==> src/tsrm_pkg.sv <==
package tsrm_pkg;

   typedef enum logic [1:0] {
      MODE_TRACK    = 2'd0,
      MODE_SEARCH   = 2'd1,
      MODE_RECOVERY = 2'd2
   } mode_type;

   // configuration register indexes
   typedef enum logic [2:0] {
      CSR_DEADZONE  = 3'd0,
      CSR_SEARCH    = 3'd1,
      CSR_FADE      = 3'd2,
      CSR_HYST      = 3'd3,
      CSR_PROBE     = 3'd4,
      CSR_GAIN_A    = 3'd5,
      CSR_GAIN_C    = 3'd6
   } csr_index_type;

   localparam int unsigned CSR_INDEX_W = 3;
   localparam int unsigned CSR_DATA_W  = 16;
   localparam int unsigned THRESH_W    = 15;
   localparam int unsigned FRAC_W      = 8;
   localparam int unsigned COUNT_W     = 8;
   localparam int unsigned PROBE_W     = 16;
   localparam int unsigned SAMPLE_W    = 16;
   localparam int unsigned REQ_DATA_W  = 80;
   localparam int unsigned RSP_DATA_W  = 40;

   localparam logic [THRESH_W-1:0] DEADZONE_RESET = 15'd640;
   localparam logic [THRESH_W-1:0] SEARCH_RESET   = 15'd2048;
   localparam logic [FRAC_W-1:0]   FADE_RESET     = 8'd64;
   localparam logic [COUNT_W-1:0]  HYST_RESET     = 8'd3;
   localparam logic [PROBE_W-1:0]  PROBE_RESET    = 16'd100;
   localparam logic [SAMPLE_W-1:0] GAIN_A_RESET   = 16'd256;
   localparam logic [SAMPLE_W-1:0] GAIN_C_RESET   = 16'd256;

endpackage

==> src/track_search_recovery_mode_control.sv <==
// rsp_tvalid rises after the req transaction has passed the input and the result register
// throughput: one transaction per cycle; rsp_tready low stalls both stages in place
// mode, good window count and probe count advance when an item moves into the result register
// reset (synchronous, active high): mode track, counts zero, registers to their defaults,
// both pipeline stages empty
module track_search_recovery_mode_control (
   input  logic                                clock,
   input  logic                                reset,
   input  logic                                csr_we,
   input  logic [tsrm_pkg::CSR_INDEX_W-1:0]    csr_index,
   input  logic [tsrm_pkg::CSR_DATA_W-1:0]     csr_wdata,
   input  logic                                req_tvalid,
   output logic                                req_tready,
   // zscore_value, fast_average, slow_average, bandit_gain_a, bandit_gain_c
   input  logic [tsrm_pkg::REQ_DATA_W-1:0]     req_tdata,
   output logic                                rsp_tvalid,
   input  logic                                rsp_tready,
   // current_mode, actuate_flag, probe_pulse, chosen_gain_a, chosen_gain_c, 4 zero bits
   output logic [tsrm_pkg::RSP_DATA_W-1:0]     rsp_tdata
);

   logic [tsrm_pkg::THRESH_W-1:0] deadzone_ff;
   logic [tsrm_pkg::THRESH_W-1:0] search_thr_ff;
   logic [tsrm_pkg::FRAC_W-1:0]   fade_frac_ff;
   logic [tsrm_pkg::COUNT_W-1:0]  hyst_ff;
   logic [tsrm_pkg::PROBE_W-1:0]  probe_int_ff;
   logic [tsrm_pkg::SAMPLE_W-1:0] gain_a_ff;
   logic [tsrm_pkg::SAMPLE_W-1:0] gain_c_ff;

   logic                          in_valid_ff;
   logic [tsrm_pkg::REQ_DATA_W-1:0] in_data_ff;
   logic                          rsp_valid_ff;
   logic [tsrm_pkg::RSP_DATA_W-1:0] rsp_data_ff;
   logic [tsrm_pkg::RSP_DATA_W-1:0] rsp_data_in;

   tsrm_pkg::mode_type            mode_ff, mode_in;
   logic [tsrm_pkg::COUNT_W-1:0]  good_cnt_ff, good_cnt_in;
   logic [tsrm_pkg::PROBE_W-1:0]  probe_cnt_ff, probe_cnt_in;

   logic                          advance;
   logic signed [15:0]            z_val, fast_val, slow_val;
   logic [15:0]                   band_a, band_c;
   logic [22:0]                   fade_prod;
   logic [14:0]                   fade_thr;
   logic signed [16:0]            drop;
   logic                          faded;
   logic                          z_above_k1, z_below_k1, z_above_k2;
   logic [tsrm_pkg::COUNT_W-1:0]  good_inc;
   logic [tsrm_pkg::PROBE_W-1:0]  probe_inc;
   logic                          in_search;
   logic                          actuate;
   logic                          pulse;
   logic [15:0]                   out_a, out_c;

   assign advance    = in_valid_ff && (!rsp_valid_ff || rsp_tready);
   assign req_tready = !in_valid_ff || advance;
   assign rsp_tvalid = rsp_valid_ff;
   assign rsp_tdata  = rsp_data_ff;

   // configuration registers
   always_ff @(posedge clock) begin
      if (reset) begin
         deadzone_ff   <= tsrm_pkg::DEADZONE_RESET;
         search_thr_ff <= tsrm_pkg::SEARCH_RESET;
         fade_frac_ff  <= tsrm_pkg::FADE_RESET;
         hyst_ff       <= tsrm_pkg::HYST_RESET;
         probe_int_ff  <= tsrm_pkg::PROBE_RESET;
         gain_a_ff     <= tsrm_pkg::GAIN_A_RESET;
         gain_c_ff     <= tsrm_pkg::GAIN_C_RESET;
      end else if (csr_we) begin
         unique case (csr_index)
            tsrm_pkg::CSR_DEADZONE: deadzone_ff   <= csr_wdata[14:0];
            tsrm_pkg::CSR_SEARCH:   search_thr_ff <= csr_wdata[14:0];
            tsrm_pkg::CSR_FADE:     fade_frac_ff  <= csr_wdata[7:0];
            tsrm_pkg::CSR_HYST:     hyst_ff       <= csr_wdata[7:0];
            tsrm_pkg::CSR_PROBE:    probe_int_ff  <= csr_wdata;
            tsrm_pkg::CSR_GAIN_A:   gain_a_ff     <= csr_wdata;
            tsrm_pkg::CSR_GAIN_C:   gain_c_ff     <= csr_wdata;
            default: ;
         endcase
      end
   end

   // input stage
   always_ff @(posedge clock) begin
      if (reset) begin
         in_valid_ff <= 1'b0;
      end else if (req_tready) begin
         in_valid_ff <= req_tvalid;
      end
   end

   always_ff @(posedge clock) begin
      if (req_tready && req_tvalid) begin
         in_data_ff <= req_tdata;
      end
   end

   assign z_val    = $signed(in_data_ff[15:0]);
   assign fast_val = $signed(in_data_ff[31:16]);
   assign slow_val = $signed(in_data_ff[47:32]);
   assign band_a   = in_data_ff[63:48];
   assign band_c   = in_data_ff[79:64];

   // sudden fade: only for positive slow average, so the product is unsigned
   assign fade_prod = {8'd0, slow_val[14:0]} * {15'd0, fade_frac_ff};
   assign fade_thr  = fade_prod[22:8];
   assign drop      = {slow_val[15], slow_val} - {fast_val[15], fast_val};
   assign faded     = !slow_val[15] && (slow_val != 16'sd0)
                      && (drop > $signed({2'b00, fade_thr}));

   assign z_above_k1 = $signed({z_val[15], z_val}) > $signed({2'b00, deadzone_ff});
   assign z_below_k1 = $signed({z_val[15], z_val}) < $signed({2'b00, deadzone_ff});
   assign z_above_k2 = $signed({z_val[15], z_val}) > $signed({2'b00, search_thr_ff});
   assign good_inc   = good_cnt_ff + 8'd1;

   // next mode and good window count
   always_comb begin
      mode_in     = mode_ff;
      good_cnt_in = good_cnt_ff;
      if (faded) begin
         mode_in     = tsrm_pkg::MODE_SEARCH;
         good_cnt_in = '0;
      end else begin
         unique case (mode_ff)
            tsrm_pkg::MODE_TRACK: begin
               if (z_above_k2) begin
                  mode_in     = tsrm_pkg::MODE_SEARCH;
                  good_cnt_in = '0;
               end
            end
            tsrm_pkg::MODE_SEARCH: begin
               if (z_below_k1) begin
                  mode_in     = tsrm_pkg::MODE_RECOVERY;
                  good_cnt_in = 8'd1;
               end
            end
            tsrm_pkg::MODE_RECOVERY: begin
               if (z_below_k1) begin
                  if (good_inc >= hyst_ff) begin
                     mode_in     = tsrm_pkg::MODE_TRACK;
                     good_cnt_in = '0;
                  end else begin
                     good_cnt_in = good_inc;
                  end
               end else if (z_above_k2) begin
                  mode_in     = tsrm_pkg::MODE_SEARCH;
                  good_cnt_in = '0;
               end else begin
                  good_cnt_in = '0;
               end
            end
            default: ;
         endcase
      end
   end

   // outputs from the updated mode
   always_comb begin
      in_search = (mode_in == tsrm_pkg::MODE_SEARCH);
      actuate   = in_search || z_above_k1;
      probe_inc = probe_cnt_ff + 16'd1;
      pulse     = 1'b0;
      if (in_search) begin
         probe_cnt_in = '0;
      end else if (probe_inc >= probe_int_ff) begin
         probe_cnt_in = '0;
         pulse        = 1'b1;
      end else begin
         probe_cnt_in = probe_inc;
      end
      out_a       = in_search ? gain_a_ff : band_a;
      out_c       = in_search ? gain_c_ff : band_c;
      rsp_data_in = {4'd0, out_c, out_a, pulse, actuate, mode_in};
   end

   always_ff @(posedge clock) begin
      if (reset) begin
         mode_ff      <= tsrm_pkg::MODE_TRACK;
         good_cnt_ff  <= '0;
         probe_cnt_ff <= '0;
      end else if (advance) begin
         mode_ff      <= mode_in;
         good_cnt_ff  <= good_cnt_in;
         probe_cnt_ff <= probe_cnt_in;
      end
   end

   // result stage
   always_ff @(posedge clock) begin
      if (reset) begin
         rsp_valid_ff <= 1'b0;
      end else if (advance) begin
         rsp_valid_ff <= 1'b1;
      end else if (rsp_tready) begin
         rsp_valid_ff <= 1'b0;
      end
   end

   always_ff @(posedge clock) begin
      if (advance) begin
         rsp_data_ff <= rsp_data_in;
      end
   end

endmodule

==> config.mk <==
export PLATFORM = sky130hd
export DESIGN_NAME = track_search_recovery_mode_control
export DESIGN_NICKNAME = d
export VERILOG_FILES = /design/src/tsrm_pkg.sv /design/src/track_search_recovery_mode_control.sv
export SDC_FILE = /design/constraint.sdc
export NUM_CORES = 1
export LEC_CHECK = 0
export BUFFER_PORTS_ARGS = -buffer_cell sky130_fd_sc_hd__buf_4
export CAP_MARGIN = 10
export CORE_ASPECT_RATIO = 0.6
export CORE_MARGIN = 1
export CORE_UTILIZATION = 45
export CTS_CLUSTER_SIZE = 20
export DETAILED_ROUTE_END_ITERATION = 12
export SLEW_MARGIN = 30
export SYNTH_ARGS = -nofsm -noshare
export SYNTH_HDL_FRONTEND = slang
export SYNTH_SLANG_ARGS = --single-unit
==> constraint.sdc <==
create_clock -name clock -period 13.2 [get_ports clock]
set_input_delay 1.98 -clock clock [delete_from_list [all_inputs] [get_ports clock]]
set_output_delay 1.98 -clock clock [all_outputs]
set_load 0.005 [all_outputs]
After elaboration in Yosys (flattened, before gate mapping)
Cells that the tools add are included.
{"block": "classes", "addsub": 3, "multipliers": 1, "n_div": 0, "n_lt_le_gt_ge": 6, "eq_ne": 11, "shift": 0, "mux": 19, "n_bitwise": 0, "reduce_logical": 23}
{"cell": "16-bit two-way mux", "n": 4}
{"cell": "8-bit two-way mux", "n": 5}
{"cell": "16-bit greater-than comparator", "n": 2}
{"cell": "8-bit one-hot mux with 3 select lines", "n": 1}
{"cell": "15-bit by 8-bit multiplier with 23-bit output", "n": 1}
{"cell": "17-bit by 16-bit greater-than comparator with 1-bit output", "n": 1}
{"cell": "16-bit by 16-bit subtractor with 17-bit output", "n": 1}
{"cell": "16-bit by 1-bit adder with 16-bit output, second input constant", "n": 1}
{"cell": "16-bit >= comparator", "n": 1}
{"cell": "16-bit < comparator", "n": 1}
{"cell": "16-bit nonzero test", "n": 1}
{"cell": "2-bit AND reduction", "n": 7}
{"cell": "2-bit two-way mux", "n": 5}
{"cell": "3-bit equality test, second input constant", "n": 3}
{"cell": "8-bit by 1-bit adder with 8-bit output, second input constant", "n": 1}
{"cell": "8-bit >= comparator", "n": 1}
{"cell": "3-bit by 2-bit equality test with 1-bit output, second input constant", "n": 2}
{"cell": "3-bit inequality test, second input constant", "n": 2}
{"cell": "2-bit one-hot mux with 3 select lines", "n": 1}
{"cell": "2-bit by 1-bit equality test with 1-bit output, second input constant", "n": 2}
{"cell": "1-bit logical AND", "n": 4}
{"cell": "4-bit AND reduction", "n": 1}
{"cell": "4-bit nonzero test", "n": 1}
{"cell": "3-bit by 1-bit equality test with 1-bit output, second input constant", "n": 1}
{"cell": "7 further kinds", "n": 13}
{"block": "word_totals", "ff_bits": 238, "latchBits": 0, "ram_bits": 0, "rom_bits": 0, "in_bits": 104, "memories": 0}

Depth between registers and ports, before layout
{"block": "depth", "word_depth": 8, "depth_mapped": 32, "ltp_nobuf": 29}

Least setup slack after synthesis
OpenSTA, ideal clock, no wires.
{"block": "synth_path", "path_kind": "register to register", "start": "reg in_data_ff[33] (netlist bit)", "end": "reg rsp_data_ff, in the netlist rsp_tdata[10], data pin", "setup_time_ns": 0.260, "t_arrival_ns": 6.783, "t_required_ns": 12.940, "setup_slack_ns": 6.157, "path_stages_with_launch": 27, "n_path_buf": 2, "period_less_slack_ns": 7.043, "path_cell_list": "edfxtp_1 and2_1 fa_1 fa_1 fa_1 inv_1 fa_1 inv_1 ha_1 and3_1 a221o_1 nand4_1 a21oi_1 or3_1 a21oi_1 xor2_1 ha_1 a21o_1 a21o_1 a2111oi_2 o221ai_1 a22o_1 o211ai_4 o21a_1 buf_6 buf_6 mux2_4"}
{"block": "synth_between", "elab_chain_cells": 6, "elab_cells_between_ends": 9}
{"element": "from (decl)", "line_no": "track_search_recovery_mode_control.sv:31", "text": "logic [tsrm_pkg::REQ_DATA_W-1:0] in_data_ff;"}
{"element": "from (signal assigned)", "line_no": "track_search_recovery_mode_control.sv:95", "text": "in_data_ff <= req_tdata;"}
{"element": "15-bit by 8-bit multiplier with 23-bit output (tied with other cells)", "line_no": "track_search_recovery_mode_control.sv:106", "text": "assign fade_prod = {8'd0, slow_val[14:0]} * {15'd0, fade_frac_ff};"}
{"element": "17-bit by 16-bit greater-than comparator with 1-bit output or 1-bit logical AND (tied branches)", "line_no": "track_search_recovery_mode_control.sv:110, track_search_recovery_mode_control.sv:109"}
{"element": "1-bit logical AND (*)", "line_no": "track_search_recovery_mode_control.sv:110", "text": "&& (drop > $signed({2'b00, fade_thr}));"}
{"element": "2-bit two-way mux (*)", "line_no": "track_search_recovery_mode_control.sv:121", "text": "if (faded) begin"}
{"element": "2-bit by 1-bit equality test with 1-bit output (*)", "line_no": "track_search_recovery_mode_control.sv:160", "text": "in_search = (mode_in == tsrm_pkg::MODE_SEARCH);"}
{"element": "16-bit two-way mux (*)", "line_no": "track_search_recovery_mode_control.sv:172", "text": "out_a = in_search ? gain_a_ff : band_a;"}
{"element": "named net out_a[6]", "line_no": "track_search_recovery_mode_control.sv:53", "text": "logic [15:0] out_a, out_c;"}
{"element": "to (signal assigned)", "line_no": "track_search_recovery_mode_control.sv:202", "text": "rsp_data_ff <= rsp_data_in;"}
{"element": "to (decl)", "line_no": "track_search_recovery_mode_control.sv:33", "text": "logic [tsrm_pkg::RSP_DATA_W-1:0] rsp_data_ff;"}
Mark *: on every way through the listed nets, which the timed path passes. The rest lies on a longest branch.
A chain may end at the register's enable or synchronous reset.

Final worst setup path
{"block": "layout_path", "start": "reg fade_frac_ff[7] (netlist bit)", "end": "reg rsp_data_ff, in the netlist rsp_tdata[35], data pin"}
{"block": "layout_between", "elab_chain_cells": 6}
{"element": "from (decl)", "line_no": "track_search_recovery_mode_control.sv:24", "text": "logic [tsrm_pkg::FRAC_W-1:0] fade_frac_ff;"}
{"element": "from (signal assigned)", "line_no": "track_search_recovery_mode_control.sv:65", "text": "fade_frac_ff <= tsrm_pkg::FADE_RESET;"}
{"element": "from (signal assigned)", "line_no": "track_search_recovery_mode_control.sv:74", "text": "tsrm_pkg::CSR_FADE: fade_frac_ff <= csr_wdata[7:0];"}
{"element": "15-bit by 8-bit multiplier with 23-bit output", "line_no": "track_search_recovery_mode_control.sv:106"}
{"element": "17-bit by 16-bit greater-than comparator with 1-bit output", "line_no": "track_search_recovery_mode_control.sv:110"}
{"element": "1-bit logical AND", "line_no": "track_search_recovery_mode_control.sv:110"}
{"element": "2-bit two-way mux", "line_no": "track_search_recovery_mode_control.sv:121"}
{"element": "2-bit by 1-bit equality test with 1-bit output", "line_no": "track_search_recovery_mode_control.sv:160"}
{"element": "16-bit two-way mux", "line_no": "track_search_recovery_mode_control.sv:173", "text": "out_c = in_search ? gain_c_ff : band_c;"}
{"element": "named net out_c[15]", "line_no": "track_search_recovery_mode_control.sv:53"}
The timed path passes the listed nets, and every way through them passes these cells.

==> out/metrics.cfg <==
[routing]
drcViolationCount=0
wl_per_cell_um=18.7
routed_wl_um=39500
num_vias=11000
first_pass_iters=5
drt_iter0_drc=901
postRouteAntennaNets=0
vias_per_cell=5.20

[timing]
max_slew_margin_pct=42.3
fmax_ghz=0.121
period_share_pct=62.7
maxSlewViolCount=0
hold_viol_final=0
min_period_ns=8.28
skew_ns=0.0138
fin_tns_setup_ns=0
setup_viol=0
rsz0062_at_grt=false
worst_pin_slew_ns=0.863

[global_route]
grt_max_degree=62
grt_pass1_vias=10500
grt_usage_pct=23.7
grt_pass1_wl_um=61300
overflow=0
antenna_found_initial=0

[floorplan]
core_sq_mm=0.0326
initial_core_util_pct=45.9
die-area_sq_mm=0.0340
pin_count=146
die_h_um=143
die_x_um=237
core.rowCount=51

[critical_path]
critPathLaunch=fade_frac_ff[7]$_SDFFE_PP0P_
path_delay_family=adder cells
worst-r2r-setup-slack_ns=4.92
cp_data_required_time_ns=13.49
cp_common_cell=fa_1
crit_type=reg2reg
endpoint=rsp_tdata[35]$_DFFE_PP_
cp_data_arrival_time_ns=8.57
cp_num_buf_inv=3
cp.depth=25
timing.rr.end=rsp_tdata[35]$_DFFE_PP_
slowest_delay_ns=0.66
reg2reg_from=fade_frac_ff[7]$_SDFFE_PP0P_
crit_path_max_fanout=35
critPathLaunchType=flop
cpMaxStageDelayCell=dfxtp_1
end_kind=flop
reg2reg_depth=25

[final_layout]
stdcell_count=2115
drive_gt1_share_pct=14.3
final_cell_mix=254 x nand2_1, 173 x inv_1, 149 x buf_4, 142 x a21oi_1, 131 x ha_1
antennaDiodeCount=0
area_delta_synth_final_pct=15.0
layout_commonest_cell=nand2_1
fin_nets=1960
design_area_sq_mm=0.0172

[placed_design]
dp_cells=2070
place.gp.congestion=0.832
dpl-instance-area_sq_mm=0.0164
dpl.hpwl_um=29500
numPortBuffers=141

[clocking]
clock-sinks=238
cts-resized-gates=0
numCtsBuffers=25
clockBufferDepth=3
cts_tree=yes
hold_buffers=0
cts_setup_buffers=0
insertion_delay_ns=0.54
cts.root.buffer_cell=clkbuf_16
path_clk_slew_ns=0.07
cts_max_level=1

[yosys]
yosysUniqueCellTypes=72
yosys_warnings=0
netlist.area_leader.share_pct=23.3
synth-main-ff-cell=dfxtp_1
synth-edff-count=116
synthArstFlopShare_pct=0
avgSynthCellArea_sq_um=9.84
synth_top_cell_by_area=edfxtp_1
synth_seq_cells=238
netlist_instances=1521
ys_seq_area_share_pct=39.6
netlist_area_sq_mm=0.0150
yosys-top-cells-area=edfxtp_1 23%, dfxtp_1 16%, ha_1 11%, fa_1 10%, nand2_1 6.4%

[power]
peakVddDrop_v=0.000106
pwr_density_cell_mw_per_mm2=109
p_leak_uw=0.00742
finalPower_uw=1870

[status]
status=completed

[worst_hold_path]
hp-class=reg2reg

[run]
drv_cap=0

-- synth_stat cells (28+ instances only) --
library cell and count:
dfxtp_1 122, clkbuf_1 40, inv_1 174, nand2_1 254, nand3_1 36, xnor2_1 28, and2_1 100, a21oi_1 142
fa_1 78, nor2_1 47, edfxtp_1 116, mux2_4 29, ha_1 131
-- routing by layer --
metal	track usage (%)	up-vias	part of all wire [%]
met5	0	-	0
met4	4.65	0	1.6
met3	3.75	37	6.8
met2	33.0	348	40
met1	38.1	5249	52
li1	-	5367	-
-- worst min-delay path by stage --
stage	startpoint	end	slack, ns	cells past startpoint
floorplan	gain_a_ff[0]$_SDFFE_PP0P_	gain_a_ff[0]$_SDFFE_PP0P_	0.43	2
global route	search_thr_ff[8]$_SDFFE_PP0P_	search_thr_ff[8]$_SDFFE_PP0P_	0.47	2
global placement	gain_a_ff[0]$_SDFFE_PP0P_	gain_a_ff[0]$_SDFFE_PP0P_	0.44	2
CTS	search_thr_ff[7]$_SDFFE_PP0P_	search_thr_ff[7]$_SDFFE_PP0P_	0.46	2
finish	search_thr_ff[7]$_SDFFE_PP0P_	search_thr_ff[7]$_SDFFE_PP0P_	0.45	2
detailed placement	probe_int_ff[3]$_SDFFE_PP0P_	probe_int_ff[3]$_SDFFE_PP0P_	0.45	2
-- kinds of logic (layout without fill, tap and decap cells) --
logic type | after synthesis | after routing | share of synthesized area (%)
buffers and inverters | 228 | 369 | 6.03
other | 1 | 4 | 0.0251
adder cells (fa/ha/maj) | 209 | 209 | 21.4
AO/OA/AOI/OAI | 255 | 255 | 10.8
flip-flops | 238 | 238 | 39.6
multiplexers | 33 | 33 | 3.20
AND/OR/NAND/NOR | 512 | 512 | 16.3
XOR/XNOR | 45 | 45 | 2.63
-- report_power, final --
group	total (uW)	switching, uW	leakage (uW)	internal [uW]
Combinational	348	193	0.00493	154
Clock	684	298	0.000380	385
Sequential	838	24.7	0.00211	813
-- metrics by stage --
step | util [%] | setup slack (ns) | hold slack, ns
2_1_floorplan | - | 6.16 | 0.434
6_report | 52.8 | 4.92 | 0.453
3_3_place_gp | 50.4 | 5.07 | 0.440
5_1_grt | 52.8 | 4.56 | 0.470
4_1_cts | 52.8 | 4.91 | 0.456
3_5_place_dp | 50.4 | 4.95 | 0.448
-- registers in the layout, summed over array words and instances, names as in the netlist --
| signal | cells |
|---|---|
| deadzone_ff | 15 |
| fade_frac_ff | 8 |
| gain_a_ff | 16 |
| gain_c_ff | 16 |
| good_cnt_ff | 8 |
| hyst_ff | 8 |
| in_data_ff | 80 |
| in_valid_ff | 1 |
| mode_ff | 2 |
| probe_cnt_ff | 16 |
| probe_int_ff | 16 |
| rsp_tdata | 36 |
| rsp_tvalid | 1 |
| search_thr_ff | 15 |
-- worst min-delay path: cells and delay by family, from the launching register on --
family	cells	cell delay [ns]
flops	1	0.30
simple gates	1	0.05
compound gates	1	0.05
-- area by class of cell --
class                   instances  area, sq um
flip-flops and latches        238         5930
well taps                     450          563
fillers                      2927        15400
multi-input cells            1058         8170
repair buffers                149         1120
clock inverters                 8         47.5
clock buffers                  37          733
inverters                     175          657
Note: power is estimated with default switching activity, not from simulation.
